<file path="config.mk">
export PLATFORM = sky130hd
export DESIGN_NAME = knncd_div
export DESIGN_NICKNAME = d
export VERILOG_FILES = /design/src/design/knncd_pkg.sv /design/src/design/knncd_div.sv
export SDC_FILE = /design/constraint.sdc
export NUM_CORES = 2
export LEC_CHECK = 0
export BUFFER_PORTS_ARGS = -buffer_cell sky130_fd_sc_hd__buf_2
export CAP_MARGIN = 20
export CORE_AREA = 2 2 459 461
export DETAILED_ROUTE_END_ITERATION = 8
export DIE_AREA = 0 0 461 463
export PLACE_DENSITY = 0.67
export RECOVER_POWER = 50
export SETUP_SLACK_MARGIN = 0.05
export SLEW_MARGIN = 20
export SYNTH_ARGS = -nofsm -noshare
export SYNTH_HDL_FRONTEND = slang
export SYNTH_SLANG_ARGS = --single-unit
export TNS_END_PERCENT = 100
</file>
<file path="constraint.sdc">
create_clock -name clk -period 7.49 [get_ports clk]
set_input_delay 0 -clock clk [delete_from_list [all_inputs] [get_ports clk]]
set_output_delay 0 -clock clk [all_outputs]
set_load 0.01 [all_outputs]
</file>
<file path="src/design/knncd_pkg.sv">
// Shared types and constants for the nearest-neighbor class-distance classifier.
`timescale 1ns / 1ps
package knncd_pkg;

	localparam int FEATURE_COUNT = 9;
	localparam int TABLE_DEPTH   = 1024;
	localparam int CLASS_COUNT   = 16;
	localparam int NEIGHBORS_K   = 5;

	localparam int FEAT_W   = 32;
	localparam int DIST_W   = 64;
	localparam int LABEL_W  = 4;
	localparam int ADDR_W   = (TABLE_DEPTH > 1) ? $clog2(TABLE_DEPTH) : 1;
	localparam int CNT_W    = $clog2(TABLE_DEPTH + 1);
	localparam int CLS_W    = $clog2(CLASS_COUNT);
	localparam int HIT_W    = $clog2(NEIGHBORS_K + 1);
	localparam int FI_W     = (FEATURE_COUNT > 1) ? $clog2(FEATURE_COUNT) : 1;
	localparam int ROW_W    = FEATURE_COUNT * FEAT_W + LABEL_W;

	localparam logic [FEAT_W-1:0] ONE_Q16 = 32'h0001_0000;

	typedef logic [FEATURE_COUNT-1:0][FEAT_W-1:0] feat_vec_t;
	typedef logic [NEIGHBORS_K-1:0][DIST_W-1:0]   dist_row_t;

	typedef enum logic [1:0] {
		CMD_SET_DEV  = 2'd0,
		CMD_ADD_REF  = 2'd1,
		CMD_QUERY    = 2'd2,
		CMD_CLEAR    = 2'd3
	} cmd_t;

	typedef enum logic [1:0] {
		STAT_DONE    = 2'd0,
		STAT_FULL    = 2'd1,
		STAT_EMPTY   = 2'd2
	} status_t;

	typedef enum logic [3:0] {
		ST_IDLE,
		ST_FETCH,
		ST_LOAD,
		ST_DIV,
		ST_MUL,
		ST_ACC,
		ST_RROW,
		ST_INS,
		ST_SUM_RD,
		ST_SUM,
		ST_DONE
	} state_t;

	// request to the per-class neighbor memory
	typedef struct packed {
		logic                rd_en;
		logic                ins_en;
		logic [CLS_W-1:0]    addr;
		logic [HIT_W-1:0]    hits;
		logic [DIST_W-1:0]   dist_val;
	} cls_req_t;

endpackage

</file>
<file path="src/design/knncd_div.sv">
// Per-feature lanes of restoring dividers giving floor(|q-r| * 2^16 / |dev|).
`timescale 1ns / 1ps
module knncd_div
	import knncd_pkg::*;
(
	input  logic                     clk,
	input  logic                     arst_n,
	input  logic                     start,
	input  feat_vec_t                query,
	input  feat_vec_t                refv,
	input  feat_vec_t                devs,
	output feat_vec_t                ratio,
	output logic [FEATURE_COUNT-1:0] sat,
	output logic                     done
);

	logic [5:0]                      step_q;
	logic                            busy_q;
	logic [FEATURE_COUNT-1:0][31:0]  rem_q;
	logic [FEATURE_COUNT-1:0][31:0]  shf_q;   // dividend bits out the top, quotient in
	logic [FEATURE_COUNT-1:0][31:0]  dv_q;
	logic [FEATURE_COUNT-1:0]        sat_q;

	// operand preparation per lane
	logic [FEATURE_COUNT-1:0][32:0]  dabs;
	logic [FEATURE_COUNT-1:0][31:0]  vabs;
	logic [FEATURE_COUNT-1:0]        lane_sat;
	logic signed [32:0]              diff;
	logic signed [32:0]              sdev;

	always_comb begin
		diff = '0;
		sdev = '0;
		for (int i = 0; i < FEATURE_COUNT; i++) begin
			diff = {query[i][31], query[i]} - {refv[i][31], refv[i]};
			sdev = {devs[i][31], devs[i]};
			dabs[i] = diff[32] ? 33'(-diff) : 33'(diff);
			vabs[i] = sdev[32] ? 32'(-sdev) : 32'(sdev);
			lane_sat[i] = (vabs[i] == '0) || ({15'd0, dabs[i]} >= {vabs[i], 16'd0});
		end
	end

	// one quotient bit per lane per cycle while busy
	logic [FEATURE_COUNT-1:0][32:0] trial;
	always_comb begin
		for (int i = 0; i < FEATURE_COUNT; i++) begin
			trial[i] = {rem_q[i], shf_q[i][31]};
		end
	end

	always_ff @(posedge clk or negedge arst_n) begin
		if (!arst_n) begin
			busy_q <= 1'b0;
			step_q <= '0;
		end else if (start) begin
			busy_q <= 1'b1;
			step_q <= '0;
		end else if (busy_q) begin
			step_q <= step_q + 6'd1;
			if (step_q == 6'd31) begin
				busy_q <= 1'b0;
			end
		end
	end

	always_ff @(posedge clk) begin
		for (int i = 0; i < FEATURE_COUNT; i++) begin
			if (start) begin
				rem_q[i] <= {15'd0, dabs[i][32:16]};
				shf_q[i] <= {dabs[i][15:0], 16'd0};
				dv_q[i]  <= vabs[i];
				sat_q[i] <= lane_sat[i];
			end else if (busy_q) begin
				if (trial[i] >= {1'b0, dv_q[i]}) begin
					rem_q[i] <= 32'(trial[i] - {1'b0, dv_q[i]});
					shf_q[i] <= {shf_q[i][30:0], 1'b1};
				end else begin
					rem_q[i] <= trial[i][31:0];
					shf_q[i] <= {shf_q[i][30:0], 1'b0};
				end
			end
		end
	end

	assign ratio = shf_q;
	assign sat   = sat_q;
	assign done  = busy_q && (step_q == 6'd31);

endmodule

</file>
Word level (Yosys, flattened, before mapping)
Index checks and enable logic that the tools add are counted.
W data, S select, Z words.
{"block": "word_totals", "rom_bits": 0, "n_memories": 0, "in_bits": 867, "latch_bits": 0, "out_inout_bits": 298, "mem_bits_rw": 0, "reg_bits": 880, "word_cells": 201}
{"block": "classes", "addsub": 37, "reduce_logical": 20, "order_cmp": 18, "div_mod_pow": 0, "shift": 0, "eq_ne": 1, "muxes": 77, "bitwise": 0, "multipliers": 0}
{"operator": "$mux W32", "count": 36}
{"operator": "$ge A33 B48 Y1", "count": 9}
{"operator": "$mux W17", "count": 18}
{"operator": "$ge A33 B32 Y1", "count": 9}
{"operator": "$mux W33", "count": 9}
{"operator": "$neg A33 Y33", "count": 9}
{"operator": "$sub A32 B32 Y33", "count": 9}
{"operator": "$logic_not A32 Y1", "count": 9}
{"operator": "$neg A32 Y32", "count": 9}
{"operator": "$sub A32 B32 Y32", "count": 9}
{"operator": "$mux W1", "count": 12}
{"operator": "$mux W6", "count": 2}
{"operator": "$logic_or A1 B1 Y1", "count": 9}
{"operator": "$add A6 B1 Y6 const B", "count": 1}
{"operator": "$eq A6 B5 Y1 const B", "count": 1}
{"operator": "$reduce_bool A2 Y1", "count": 1}
{"operator": "$logic_and A1 B1 Y1", "count": 1}

Depth between registers and ports, before layout
{"block": "logic_depth", "ltp_word": 5, "mapped_depth": 29, "mapped_depth_nobuf": 29}

Least setup slack after synthesis
No wires, ideal clock.
{"block": "synth_timing", "kind": "register to register", "start": "register busy_q", "end": "register shf_q (netlist bit ratio[112]) (enable)", "path_stages_with_launch": 6, "setup_slack_ps": 191, "required_ps": 6844, "n_path_buf": 3, "synth_period_minus_slack_ps": 7299, "arrival_time_ps": 6653, "setup_time_ps": 646, "cell_sequence": "dfrtp_1 -> clkbuf_1 -> nor2_1 -> clkbuf_1 -> clkbuf_1 -> inv_1"}
{"block": "synth_via", "elab_chain_cells": 1}
{"element": "from (decl)", "line_no": "knncd_div.sv:18", "source": "logic busy_q;"}
{"element": "from (signal assigned)", "line_no": "knncd_div.sv:53", "source": "busy_q <= 1'b0;"}
{"element": "from (signal assigned)", "line_no": "knncd_div.sv:56", "source": "busy_q <= 1'b1;"}
{"element": "from (signal assigned)", "line_no": "knncd_div.sv:61", "source": "busy_q <= 1'b0;"}
{"element": "$reduce_bool A2 Y1 (no line)"}
{"element": "to (signal, indexed assignment)", "line_no": "knncd_div.sv:70", "source": "shf_q[i] <= {dabs[i][15:0], 16'd0};"}
{"element": "to (signal, indexed assignment)", "line_no": "knncd_div.sv:76", "source": "shf_q[i] <= {shf_q[i][30:0], 1'b1};"}
{"element": "to (signal, indexed assignment)", "line_no": "knncd_div.sv:79", "source": "shf_q[i] <= {shf_q[i][30:0], 1'b0};"}
{"element": "to (decl)", "line_no": "knncd_div.sv:20", "source": "logic [FEATURE_COUNT-1:0][31:0] shf_q;"}
No other way between the ends.
A chain may end at the register's enable or synchronous reset.

Worst setup path in the final report
{"block": "layout_timing", "start": "input start", "end": "register shf_q (netlist bit ratio[182]) (enable)"}
{"block": "layout_via", "elab_chain_cells": 1}
{"element": "from (decl)", "line_no": "knncd_div.sv:8", "source": "input logic start,"}
{"element": "$reduce_bool A2 Y1 (no line)"}
No other way between the ends.

==> qor.txt <==
Status: finished, violations left
Failing checks: max-capacitance violations, max-slew violations
M3 GR Usage: 3.949%
Placed Cells: 13820
Max-slew violations: 997
First-pass GRT wire length: 454.6 mm
Fmax: 0.1591 GHz
Clock root buffer: clkbuf_16
Via count: 82582
Lkg Pwr: 0.04486 uW
Post-synth cell types: 92
Layout area overhead: 20.38%
Clk buf depth: 3
Ports: 1165
Clk_skew: 0.03291 ns
Area of placed instances: 0.09186 mm^2
Rows: 168
Final min period: 6.286 ns
TritonCTS Buffers: 106
Worst slew margin: -149.2%
Clk sinks: 880
Ys flop type: edfxtp_1
Async SR Flop Fraction: 0.7955%
Die Y: 463 um
Total Routed Length: 299.1 mm
Drt initial violations: 6130
Core area: 0.2085 mm^2
Post-CTS setup buffers: 0
Share of layout cells above drive strength 1: 10.59%
Critical Path Start Type: input pin
Final setup fails: 0
DR WL/cell: 20.48 um
Fill count: 20284
TNS Setup: 0 ns
Number of global-route vias before repair: 79619
Most used routing layer: met2
Total grt overflow: 0
Port Buffers: 1164
1st-pass router iterations: 7
Htree depth: 3
Drt drc: 0
Yosys Warn Count: 0
Number of synthesized flops with an enable pin: 594
Final hold vios: 0
Vias/cell: 5.654
Die Width: 461 um
Gr usage total: 26.64%
Synth Instances: 10161
Cell area after synthesis: 0.08330 mm^2
Reg clk slew, reported paths: 0.06 ns
Total die area: 0.2134 mm^2
Tcrit/Tclk final: 83.92%
Data required, critical path: 7.80 ns
Kind of critical path: input pin to register
CTS resizes: 0
CTS tree: done
RSZ-0062 raised after global routing: no
Worst-margin pin slew: 3.737 ns
M1 GR Usage: 33.20%
Synth Register Bits: 880
Starting Density: 39.95%
CP arrival: 6.59 ns
DRT antenna net count: 0
Mean post-synth cell area: 8.198 um^2
HP Class: input pin to register
Worst-path maximum fanout: 148
RD Place Congestion: 1.014
Worst VDD drop: 175.3 uV
Max-cap violations: 15
PwrDens: 252.0 mW/mm^2
Met2 Usage GRT: 45.04%
Sequential cell area fraction in the yosys report: 28.33%
Clk Latency, worst-skew pair: 0.74 ns
Post-route cell area: 0.1003 mm^2
Final cell count without fillers: 14607
Initial antenna violation count: 79
Layout Nets: 13292
Worst setup EP type: register
Largest net degree at the start of global routing: 151
HPWL Detailed: 236.2 mm
Mapped Nets: 11796
-- flip-flops by register name, summed over array words and instances (netlist names) --
signal,cells
dv_q,288
ratio,288
rem_q,288
sat,9
step_q,6
busy_q,1
-- path summary, 6_finish.rpt --
path,slack [ns],cells past startpoint,endpoint,startpoint
min,0.1,4,ratio[241]$_DFFE_PP_,refv[225]
min in group asynchronous,0.24,3,step_q[5]$_DFFE_PN0P_,arst_n
min reg2reg,0.48,2,rem_q[214]$_SDFFE_PP0P_,rem_q[214]$_SDFFE_PP0P_
max reg2reg,1.76,14,rem_q[200]$_DFFE_PP_,dv_q[193]$_DFFE_PP_
max in group asynchronous,6.96,3,busy_q$_DFF_PN0_,arst_n
max,1.20,5,ratio[182]$_DFFE_PP_,start
-- metal layers --
layer / up-vias / part of all wire [%]
met2: 2782 / 47
met5: - / 0.054
met3: 641 / 5.9
li1: 39897 / -
met1: 39236 / 42
met4: 26 / 4.9
-- report_power, final --
| group | internal [uW] | leakage [uW] | total [uW] | switching (uW) |
|---|---|---|---|---|
| Sequential | 6430 | 0.00845 | 7160 | 731 |
| Combinational | 5430 | 0.0347 | 12900 | 7510 |
| Clock | 2930 | 0.00166 | 5170 | 2240 |
-- synthesized netlist by cell type, types with 131 or more instances --
master	n	area, um^2
clkbuf_1	337	1265
edfxtp_1	594	17840
nand2_1	821	3082
nand3_1	182	910.9
a21oi_1	711	3558
nor2_1	870	3266
nand2b_1	131	819.5
dfxtp_1	279	5585
o21ai_0	747	3739
nor3_1	208	1041
a211oi_1	139	1044
xnor2_1	567	4966
o31ai_1	133	998.5
xor2_1	400	3503
ha_1	750	9384
inv_1	917	3442
a21o_1	317	2380
mux2i_1	181	1812
-- cell usage in the layout, fill, tap and decap left out, drive strengths merged, types with 462 or more instances in the layout --
| cell | count |
|---|---|
| inv | 928 |
| buf | 876 |
| nor2 | 870 |
| nand2 | 821 |
| ha | 750 |
| o21ai | 749 |
| a21oi | 711 |
| edfxtp | 594 |
| xnor2 | 567 |
| dlygate4sd3 | 534 |
| clkbuf | 462 |
-- cell type report --
class | count | area, um^2 | share of cell area [%]
diodes | 57 | 142.6 | 0.1422
inverters | 918 | 3457 | 3.447
well taps | 2805 | 3510 | 3.500
clock buffers | 129 | 2830 | 2.822
clock inverters | 67 | 569.3 | 0.5677
flip-flops and latches | 880 | 23600 | 23.54
repair buffers | 1743 | 11120 | 11.09
multi-input cells | 8008 | 55050 | 54.90
-- through the flow --
stage | hold slack (ns) | util, % | total power [uW] | setup slack [ns]
after global placement | -0.1646 | 44.05 | 19380 | 1.145
after CTS | 0.006603 | 48.25 | 25280 | 1.303
after detailed placement | -0.1599 | 44.05 | 19640 | 0.9709
after floorplan | -0.2956 | - | 16280 | 0.1913
after global routing | 0.08542 | 48.07 | 27110 | 0.5328
final | 0.09778 | 48.09 | 25280 | 1.204
-- what timing repair did --
item                                    CTS  global route
hold endpoints to repair                361             0
hold buffers                            534             0
endpoints found under the setup margin    0             0
-- worst max-delay path, stage by stage --
cell and delay, ns:
dlygate4sd3_1 0.52, clkbuf_1 2.56, nor2_1 0.37, clkinvlp_4 1.58, buf_6 1.06
-- logic make-up (layout without fill, tap and decap cells) --
family                     after synthesis  count (layout)  synth area share [%]
xor gates and xnor gates               967             967                 10.17
AOI/OAI and AO/OA                     2963            2963                 23.07
adders and majority gates              768             768                 11.70
other                                    0              57                     0
muxes                                  260             260                 3.243
DFF                                    880             880                 28.33
and+or+nand+nor                       3050            3050                 17.75
buffers and inverters                 1273            2857                 5.748
Note: power is estimated with default switching activity, not from simulation.
