`config.mk`:
```
export PLATFORM = sky130hd
export DESIGN_NAME = knncd_acc
export DESIGN_NICKNAME = d
export VERILOG_FILES = /design/src/design/knncd_pkg.sv /design/src/design/knncd_top_unused_guard.sv
export SDC_FILE = /design/constraint.sdc
export NUM_CORES = 1
export LEC_CHECK = 0
export BUFFER_PORTS_ARGS = -buffer_cell sky130_fd_sc_hd__buf_2
export CAP_MARGIN = 30
export CORE_MARGIN = 8
export CORE_UTILIZATION = 55
export DETAILED_ROUTE_END_ITERATION = 10
export PLACE_DENSITY = 0.81
export SLEW_MARGIN = 20
export SYNTH_ARGS = -nofsm -noshare
export SYNTH_HDL_FRONTEND = slang
export SYNTH_SLANG_ARGS = --single-unit
```
`constraint.sdc`:
```
create_clock -name clk -period 4.6 [get_ports clk]
set_input_delay 1.38 -clock clk [delete_from_list [all_inputs] [get_ports clk]]
set_output_delay 1.38 -clock clk [all_outputs]
set_load 0.02 [all_outputs]
```
`src/design/knncd_pkg.sv`:
```
// Shared types and constants for the nearest-neighbor class-distance classifier.
`timescale 1ns / 1ps
package knncd_pkg;

	localparam int FEATURE_COUNT = 9;
	localparam int TABLE_DEPTH   = 1024;
	localparam int CLASS_COUNT   = 16;
	localparam int NEIGHBORS_K   = 5;

	localparam int FEAT_W   = 32;
	localparam int DIST_W   = 64;
	localparam int LABEL_W  = 4;
	localparam int ADDR_W   = (TABLE_DEPTH > 1) ? $clog2(TABLE_DEPTH) : 1;
	localparam int CNT_W    = $clog2(TABLE_DEPTH + 1);
	localparam int CLS_W    = $clog2(CLASS_COUNT);
	localparam int HIT_W    = $clog2(NEIGHBORS_K + 1);
	localparam int FI_W     = (FEATURE_COUNT > 1) ? $clog2(FEATURE_COUNT) : 1;
	localparam int ROW_W    = FEATURE_COUNT * FEAT_W + LABEL_W;

	localparam logic [FEAT_W-1:0] ONE_Q16 = 32'h0001_0000;

	typedef logic [FEATURE_COUNT-1:0][FEAT_W-1:0] feat_vec_t;
	typedef logic [NEIGHBORS_K-1:0][DIST_W-1:0]   dist_row_t;

	typedef enum logic [1:0] {
		CMD_SET_DEV  = 2'd0,
		CMD_ADD_REF  = 2'd1,
		CMD_QUERY    = 2'd2,
		CMD_CLEAR    = 2'd3
	} cmd_t;

	typedef enum logic [1:0] {
		STAT_DONE    = 2'd0,
		STAT_FULL    = 2'd1,
		STAT_EMPTY   = 2'd2
	} status_t;

	typedef enum logic [3:0] {
		ST_IDLE,
		ST_FETCH,
		ST_LOAD,
		ST_DIV,
		ST_MUL,
		ST_ACC,
		ST_RROW,
		ST_INS,
		ST_SUM_RD,
		ST_SUM,
		ST_DONE
	} state_t;

	// request to the per-class neighbor memory
	typedef struct packed {
		logic                rd_en;
		logic                ins_en;
		logic [CLS_W-1:0]    addr;
		logic [HIT_W-1:0]    hits;
		logic [DIST_W-1:0]   dist_val;
	} cls_req_t;

endpackage

```
`src/design/knncd_top_unused_guard.sv`:
```
// Saturating distance accumulator: adds one per-feature term whenever add is high.
`timescale 1ns / 1ps
module knncd_acc
	import knncd_pkg::*;
(
	input  logic              clk,
	input  logic              clear,
	input  logic              add,
	input  logic [DIST_W-1:0] term,
	output logic [DIST_W-1:0] total
);

	logic [DIST_W:0] sum;

	assign sum = {1'b0, total} + {1'b0, term};

	always_ff @(posedge clk) begin
		if (clear) begin
			total <= '0;
		end else if (add) begin
			total <= sum[DIST_W] ? '1 : sum[DIST_W-1:0];
		end
	end

endmodule

```
* Yosys cells after proc, flatten, opt, wreduce, memory -nomap -nowiden
Index checks and enable logic that the tools add are counted.
Storage, ports and cells: latch bits 0, memories kept 0, ROM bits 0, output and inout port bits 64, word-level logic and storage cells 3, RAM bits 0, bits in registers 64, bits of input ports 67
Cells by class: multiplexer cells 1, eq/ne operators 0, bitwise gates (word level) 0, shift operators 0, multiply operators 0, magnitude comparators 0, reductions and logical operators 0, div/mod/pow operators 0, add/sub/neg operators 1
Operators with widths (number):
- $add A64 B64 Y65 | 1
- $mux W64 | 1

* Logic depth before layout (Yosys ltp)
Gate-level depths: netlist of run 1.
depth in word-level cells 2, gate-level depth with buffers 14, gate-level depth less buffers 12

* Least setup slack after synthesis of run 1
No wires, ideal clock.
kind input-to-reg, from in term[0], to reg total[43], required time 4.484 ns, library setup time 0.116 ns, stages 14, path buffers 2, slack 0.486 ns, arrival time 3.998 ns, cell sequence ha_1 -> fa_1 -> a211o_1 -> a211o_1 -> a21oi_1 -> nor2_1 -> a31oi_4 -> o21ai_2 -> a21oi_2 -> and2_1 -> clkbuf_8 -> clkbuf_8 -> nand2_1 -> o211a_1
Between the ends: cells in the longest elaborated chain, start to end 2
RTL lines:
- start, declared | line knncd_top_unused_guard.sv:9 | input logic [DIST_W-1:0] term,
- $add A64 B64 Y65 | line knncd_top_unused_guard.sv:15 | assign sum = {1'b0, total} + {1'b0, term};
- $mux W64 | line knncd_top_unused_guard.sv:21 | total <= sum[DIST_W] ? '1 : sum[DIST_W-1:0];
- end signal, assigned | line knncd_top_unused_guard.sv:21
- end, declared | line knncd_top_unused_guard.sv:10 | output logic [DIST_W-1:0] total
No other way between the ends. A chain may end at the register's enable or synchronous reset.

* Worst setup path after layout of run 1
from in term[0], to reg total[32]
The elaborated chain is that of the path after synthesis.

==> results of run 1 <==
[through the flow]
stage	hold slack, ps	cells	util (%)	instance area [µm²]
floorplan	569	747	-	5950
global route	523	1001	64.1	6850
detailed placement	495	985	62.2	6650
CTS	505	1000	64.0	6850
finish	505	1001	64.1	6850
global placement	487	985	62.2	6650
[layout make-up]
class | count | area share, %
Multi-Input combinational cell | 632 | 64.3
Sequential cell | 64 | 18.7
Timing Repair Buffer | 137 | 10.8
Tap cell | 140 | 2.56
Clock buffer | 12 | 1.97
Clock inverter | 3 | 0.986
Inverter | 12 | 0.657
Antenna cell | 1 | 0.0365
[layout by cell type, fill, tap and decap left out, types with 26 or more instances in the layout]
cell type and n:
sky130_fd_sc_hd__buf_2 130, sky130_fd_sc_hd__nor2_1 97, sky130_fd_sc_hd__a21oi_1 68, sky130_fd_sc_hd__ha_1 64, sky130_fd_sc_hd__dfxtp_1 64, sky130_fd_sc_hd__a211oi_1 59
sky130_fd_sc_hd__nand2_1 48, sky130_fd_sc_hd__o21ai_0 39, sky130_fd_sc_hd__a21o_1 35, sky130_fd_sc_hd__xnor2_1 29, sky130_fd_sc_hd__xor2_1 26
[kinds of logic after synthesis]
family	count (synthesis)	synth area share, %
buf+inv	51	4.38
flops	64	21.5
fa+ha+maj	65	13.8
simple gates	218	16.9
xor+xnor	55	8.10
compound gates	294	35.3
[routing by layer]
| layer | vias to the layer above | GRT usage, % | routed length, µm | share of wire (%) |
|---|---|---|---|---|
| li1 | 3017 | - | - | - |
| met1 | 2833 | 28.7 | 7570 | 45 |
| met2 | 188 | 37.6 | 7880 | 47 |
| met3 | 21 | 5.12 | 1090 | 6.5 |
| met4 | 0 | 5.62 | 224 | 1.3 |
| met5 | - | 0 | 0 | 0 |
[worst paths after layout]
check             from         to  slack (ps)  cells past startpoint
min          total[41]  total[41]         510                      2
min reg2reg  total[41]  total[41]         510                      2
max reg2reg   total[0]  total[32]        1280                     12
max            term[0]  total[32]         480                     13
[power by group]
group	internal (mW)	switching, mW	leakage [nW]
combinational	0.521	0.782	2.56
sequential	0.633	0.0652	0.534
clock	0.304	0.228	0.0967
[worst reg2reg max path, cell delays in order (launching register included)]
cell and delay (ps):
sky130_fd_sc_hd__dfxtp_1 330, sky130_fd_sc_hd__ha_1 220, sky130_fd_sc_hd__fa_1 420, sky130_fd_sc_hd__a211o_1 330
sky130_fd_sc_hd__a211o_1 330, sky130_fd_sc_hd__a21oi_1 160, sky130_fd_sc_hd__nor2_1 120, sky130_fd_sc_hd__a31oi_4 220
sky130_fd_sc_hd__o21ai_2 140, sky130_fd_sc_hd__a21oi_2 190, sky130_fd_sc_hd__and2_2 380, sky130_fd_sc_hd__buf_12 210
sky130_fd_sc_hd__a211oi_1 90
==> reports/results.md, run 1 <==
| Parameter | Value | Unit |
| --- | --- | --- |
| Antenna-violating nets left | 0 | - |
| Count of cell types in the netlist | 76 | - |
| Post-synth top flop | sky130_fd_sc_hd__dfxtp_1 | - |
| Area leader, netlist | sky130_fd_sc_hd__dfxtp_1 | - |
| DRC violation total after the first TritonRoute iteration | 429 | - |
| Wire length of the first global-routing pass | 27.6 | mm |
| Gr usage total | 22.5 | % |
| Fraction of layout cells with a size suffix above 1 | 21.9 | % |
| Cell type group with the largest total delay on the critical path | compound AO/OA/AOI/OAI gates | - |
| Count of buffering cells on the critical path with inverters included | 2 | - |
| Type of element capturing the critical path | flip-flop | - |
| Total Power | 2.53 | mW |
| Clock latency reported for the late side of the worst-skew pair | 340 | ps |
| Most instantiated library cell after synthesis | sky130_fd_sc_hd__nor2_1 | - |
| Setup slack of the critical path after layout | 476 | ps |
| List of cells traversed by the critical path | buf_2, ha_1, fa_1, a211o_1, a211o_1, a21oi_1, nor2_1, a31oi_4, o21ai_2, a21oi_2, and2_2, buf_12, a211oi_1 | - |
| Via count of the first global-routing pass | 5862 | - |
| Count of TritonRoute iterations in the first routing pass | 5 | - |
| Share of the clock period used by the worst path | 89.6 | % |
| Required time at the worst-slack endpoint | 4770 | ps |
| # fillers | 1005 | - |
| Total of warnings raised by yosys | 0 | - |
| Die X | 120 | µm |
| Via/cell ratio | 6.05 | - |
| Biggest registers after layout | total: 64 flops | - |
| Top-level port count | 131 | - |
| Post-synth top area share | 21.5 | % |
| Std cell rows | 38 | - |
| Drt total wl | 16.8 | mm |
| Total standard cell area after synthesis | 5950 | µm² |
| Flip-flop count of the largest register after layout | 64 | - |
| Classification of the worst setup path | in -> reg | - |
| FF+latch area | 1280 | µm² |
| Time the final worst path needs with I/O delays and setup | 4120 | ps |
| Placeable Area | 10700 | µm² |
| RSZ-0062 raised after global routing | no | - |
| Synthesized area per cell | 7.96 | µm² |
| Fin. Hold Viols | 0 | - |
| Top post-synthesis cells by count | 97 x sky130_fd_sc_hd__nor2_1, 68 x sky130_fd_sc_hd__a21oi_1, 64 x sky130_fd_sc_hd__dfxtp_1, 64 x sky130_fd_sc_hd__ha_1, 59 x sky130_fd_sc_hd__a211oi_1 | - |
| Quantity of I/O buffers inserted on ports | 130 | - |
| Number of flops mapped to enable cells by yosys | 0 | - |
| Post-CTS setup-driven buffer insertion count | 0 | - |
| Die Outline Area | 14400 | µm² |
| Register bit total from synthesis | 64 | - |
| Class of the worst hold path | reg -> reg | - |
| Fmax achieved | 242 | MHz |
| Total area of multi-input combinational cells | 4410 | µm² |
| Clock transition at the registers of the reported paths | 70 | ps |
| Cell with the largest stage delay on the worst path | sky130_fd_sc_hd__fa_1 | - |
| Maximum fanout along the worst path | 21 | - |
| Sum of negative setup slack | 0 | ps |
| Maximum VDD drop | 0.000205 | V |
| Largest net degree at the start of global routing | 65 | - |
| Status | completed | - |
| Layout net count | 988 | - |
| Worst Setup Start Kind | input port | - |
| Via Count | 6059 | - |
| Height of the chip | 120 | µm |
| PD cells | 369 | nW/µm² |
| Starting density of the core | 55.6 | % |
| Cell seen most often among critical-path stages | sky130_fd_sc_hd__a211o_1 | - |
| Average routed wire per standard cell | 16.7 | µm |
| Part of the Yosys area used for sequential elements | 21.5 | % |
| Clock Sinks | 64 | - |
| Half-perimeter wire length after detailed placement | 12.9 | mm |
| Worst Setup Slack post-DPL | 152 | ps |
| Leftover overflow at the end of global routing | 0 | - |
| Synthesized net count | 879 | - |
| Largest stage delay on the critical path | 420 | ps |
| Number of buffers inserted by hold repair at cts | 0 | - |
| Layout Area Growth over Synthesis | 15.3 | % |
| Max capacitance violation total | 0 | - |
| Root Driver | sky130_fd_sc_hd__clkbuf_8 | - |
| Max Clock Skew | 11.3 | ps |
| Register name with the most flops | total | - |
| Crit path DAT | 4300 | ps |
| Clock tree from TritonCTS | done | - |
| Rel. slew slack | 37.2 | % |
| Cell types with the largest area share after synthesis | sky130_fd_sc_hd__dfxtp_1 22%, sky130_fd_sc_hd__ha_1 13%, sky130_fd_sc_hd__a211oi_1 7.4% | - |
| H-tree lvl count | 3 | - |
| LEAKAGE | 3.19 | nW |
| Number of buffers on the longest clock path | 2 | - |
| Clock buffer count from CTS | 9 | - |
| Final Max Tran Viols | 0 | - |
| Drt drc | 0 | - |
| Number of endpoints failing setup at the final stage | 0 | - |
| Number of instances in the synthesized netlist | 747 | - |
| Final weighted congestion in routability-driven placement | 0.919 | - |
| Post_cts resized | 0 | - |
| Antenna violations before repair | 1 | - |
| Proportion of register bits with asynchronous set or reset after synthesis | 0 | % |
| Transition at the pin with the smallest max-transition slack | 942 | ps |
(Power assumes the default switching activity.)
==> run 2: changes to the inputs <==
--- a/config.mk
+++ b/config.mk
@@ -7,7 +7,6 @@
 export LEC_CHECK = 0
 export BUFFER_PORTS_ARGS = -buffer_cell sky130_fd_sc_hd__buf_2
 export CAP_MARGIN = 30
-export CORE_MARGIN = 8
 export CORE_UTILIZATION = 55
 export DETAILED_ROUTE_END_ITERATION = 10
 export PLACE_DENSITY = 0.81
==> reports/results.md, run 2 (synthesis results as in run 1) <==
| Parameter | Value | Unit | vs previous |
| --- | --- | --- | --- |
| Status | completed | - | unchanged |
| LEAKAGE | 3.18 | nW | was 3.19 nW |
| H-tree lvl count | 3 | - | unchanged |
| Post_cts resized | 0 | - | unchanged |
| Worst Setup Start Kind | input port | - | unchanged |
| Hold slack | 499 | ps | was 505 ps |
| Transition at the pin with the smallest max-transition slack | 874 | ps | was 942 ps |
| Clock tree from TritonCTS | done | - | unchanged |
| Final non-filler cell total | 995 | - | was 1001 |
| Post-CTS setup-driven buffer insertion count | 0 | - | unchanged |
| Top-level port count | 131 | - | unchanged |
| Quantity of I/O buffers inserted on ports | 130 | - | unchanged |
| Half-perimeter wire length after detailed placement | 12.5 | mm | was 12.9 mm |
| Via/cell ratio | 6.18 | - | was 6.05 |
| Biggest registers after layout | total: 64 flops | - | unchanged |
| Cell seen most often among critical-path stages | sky130_fd_sc_hd__a211o_1 | - | unchanged |
| Post-route cell area | 6790 | µm² | was 6850 µm² |
| Drt total wl | 16.5 | mm | was 16.8 mm |
| Total area of multi-input combinational cells | 4410 | µm² | unchanged |
| Rel. slew slack | 41.7 | % | was 37.2% |
| FF+latch area | 1280 | µm² | unchanged |
| Flip-flop count of the largest register after layout | 64 | - | unchanged |
| Average routed wire per standard cell | 16.6 | µm | was 16.7 µm |
| Worst setup path start | term[0] | - | unchanged |
| Starting density of the core | 57.1 | % | was 55.6% |
| RSZ-0062 raised after global routing | no | - | unchanged |
| Maximum VDD drop | 0.000229 | V | was 0.000205 V |
| Switching power summed over all nets | 1.08 | mW | about the same |
| Max Clock Skew | 4.91 | ps | was 11.3 ps |
| Cell type group with the largest total delay on the critical path | compound AO/OA/AOI/OAI gates | - | unchanged |
| Flop pwr share | 28.4 | % | was 27.6% |
| Layout net count | 986 | - | was 988 |
| # fillers | 928 | - | was 1005 |
| Commonest non-fill, non-tap cells in the layout | 130 x sky130_fd_sc_hd__buf_2, 97 x sky130_fd_sc_hd__nor2_1, 68 x sky130_fd_sc_hd__a21oi_1 | - | unchanged |
| Total Power | 2.46 | mW | was 2.53 mW |
| Hold path start | total[19] | - | was total[41] |
| Height of the chip | 106 | µm | was 120 µm |
| Leftover overflow at the end of global routing | 0 | - | unchanged |
| Required time at the worst-slack endpoint | 4810 | ps | was 4770 ps |
| Sw frac | 43.9 | % | was 42.5% |
| Fraction of layout cells with a size suffix above 1 | 22.0 | % | was 21.9% |
| Layout Area Growth over Synthesis | 14.1 | % | was 15.3% |
| Via Count | 6152 | - | was 6059 |
| List of cells traversed by the critical path | buf_2, ha_1, fa_1, a211o_1, a211o_1, a21oi_1, nor2_1, a31oi_4, o21ai_2, a21oi_2, and2_2, buf_12, a211oi_1 | - | unchanged |
| Final Max Tran Viols | 0 | - | unchanged |
| Drt drc | 0 | - | unchanged |
| Crit path DAT | 4320 | ps | was 4300 ps |
| Antenna violations before repair | 0 | - | was 1 |
| Root Driver | sky130_fd_sc_hd__clkbuf_8 | - | unchanged |
| Time the final worst path needs with I/O delays and setup | 4110 | ps | was 4120 ps |
| Clock Sinks | 64 | - | unchanged |
| Maximum fanout along the worst path | 40 | - | was 21 |
| Gr usage total | 29.8 | % | was 22.5% |
| Number of buffers on the longest clock path | 2 | - | unchanged |
| Cell with the largest stage delay on the worst path | sky130_fd_sc_hd__fa_1 | - | unchanged |
| Type of element capturing the critical path | flip-flop | - | unchanged |
| Setup slack of the critical path after layout | 489 | ps | was 476 ps |
| Combinational fraction of design power | 52.5 | % | was 51.4% |
| Count of placed standard cells including taps | 979 | - | was 985 |
| Antenna-violating nets left | 0 | - | unchanged |
| Sum of negative setup slack | 0 | ps | unchanged |
| Share of the clock period used by the worst path | 89.4 | % | was 89.6% |
| Std cell rows | 37 | - | was 38 |
| Die Outline Area | 11200 | µm² | was 14400 µm² |
| Die X | 106 | µm | was 120 µm |
| Internal power contribution | 1.38 | mW | was 1.46 mW |
| Number of endpoints failing setup at the final stage | 0 | - | unchanged |
| PD cells | 363 | nW/µm² | was 369 nW/µm² |
| Classification of the worst setup path | in -> reg | - | unchanged |
| Clock transition at the registers of the reported paths | 70 | ps | about the same |
| Clock latency reported for the late side of the worst-skew pair | 370 | ps | was 340 ps |
| Register name with the most flops | total | - | unchanged |
| Count of TritonRoute iterations in the first routing pass | 5 | - | unchanged |
| Max capacitance violation total | 0 | - | unchanged |
| Count of buffering cells on the critical path with inverters included | 2 | - | unchanged |
| Most common cell after layout, fill and taps aside | sky130_fd_sc_hd__buf_2 | - | unchanged |
| Largest net degree at the start of global routing | 65 | - | unchanged |
| Class of the worst hold path | reg -> reg | - | unchanged |
| Largest stage delay on the critical path | 430 | ps | was 420 ps |
| Number of buffers inserted by hold repair at cts | 0 | - | unchanged |
| Placeable Area | 10400 | µm² | was 10700 µm² |
| Clock buffer count from CTS | 9 | - | unchanged |
| Fmax achieved | 243 | MHz | was 242 MHz |
| Placed cell areas | 6600 | µm² | was 6650 µm² |
| DRC violation total after the first TritonRoute iteration | 318 | - | was 429 |
| Antenna cells | 0 | - | was 1 |
| Clock share of power | 19.1 | % | was 21.0% |
| Via count of the first global-routing pass | 5868 | - | was 5862 |
| Fin. Hold Viols | 0 | - | unchanged |
| Core occupancy in the finished layout | 65.2 | % | was 64.1% |
| Final weighted congestion in routability-driven placement | 0.946 | - | was 0.919 |
| Worst Setup Slack post-DPL | 97.8 | ps | was 152 ps |
| Wire length of the first global-routing pass | 27.1 | mm | was 27.6 mm |
| FF-to-FF Start | total[0] | - | unchanged |
-- run 2: changes by cell type in the layout (fill, tap and decap cells not counted) --
cell and change:
sky130_fd_sc_hd__diode_2 -1, sky130_fd_sc_hd__buf_12 -2, sky130_fd_sc_hd__clkbuf_8 +3, sky130_fd_sc_hd__clkinv_2 +3
sky130_fd_sc_hd__clkbuf_1 -2, sky130_fd_sc_hd__clkinvlp_4 -1, sky130_fd_sc_hd__bufinv_16 -2
-- run 2: final timing paths --
check	slack, ps	to	depth (start not counted)
hold reg to reg	500	total[19]	2
setup / recovery	490	total[36]	13
setup reg to reg	1280	total[36]	12
hold / removal	500	total[19]	2
-- run 2: layout make-up --
type	count	share of cell area, %
Tap cell	136	2.51
Clock buffer	13	2.49
Timing Repair Buffer	135	10.3
Sequential cell	64	18.9
Clock inverter	3	0.221
Multi-Input combinational cell	632	64.9
Inverter	12	0.664
-- run 2: power by group through the flow --
stage / Sequential [mW] / Clock [mW] / Combinational (mW)
global placement: 0.706 / 0 / 1.25
finish: 0.700 / 0.470 / 1.29
floorplan: 0.793 / 0 / 0.884
global route: 0.709 / 0.504 / 1.42
detailed placement: 0.711 / 0 / 1.27
CTS: 0.699 / 0.476 / 1.28
-- run 2: metal layers --
layer	track usage (%)	wire length (µm)	vias to the layer above
li1	-	-	3005
met1	36.7	7470	2905
met2	50.2	7810	199
met3	5.70	764	43
met4	13.9	502	0
met5	0	0	-
-- run 2: worst register-to-register path, cell delays in order, from the launching register on --
cell and delay (ps):
sky130_fd_sc_hd__dfxtp_1 330, sky130_fd_sc_hd__ha_1 230, sky130_fd_sc_hd__fa_1 430, sky130_fd_sc_hd__a211o_1 330, sky130_fd_sc_hd__a211o_1 340, sky130_fd_sc_hd__a21oi_1 150, sky130_fd_sc_hd__nor2_1 120, sky130_fd_sc_hd__a31oi_4 220
sky130_fd_sc_hd__o21ai_2 140, sky130_fd_sc_hd__a21oi_2 180, sky130_fd_sc_hd__and2_2 330, sky130_fd_sc_hd__buf_12 250, sky130_fd_sc_hd__a211oi_1 130
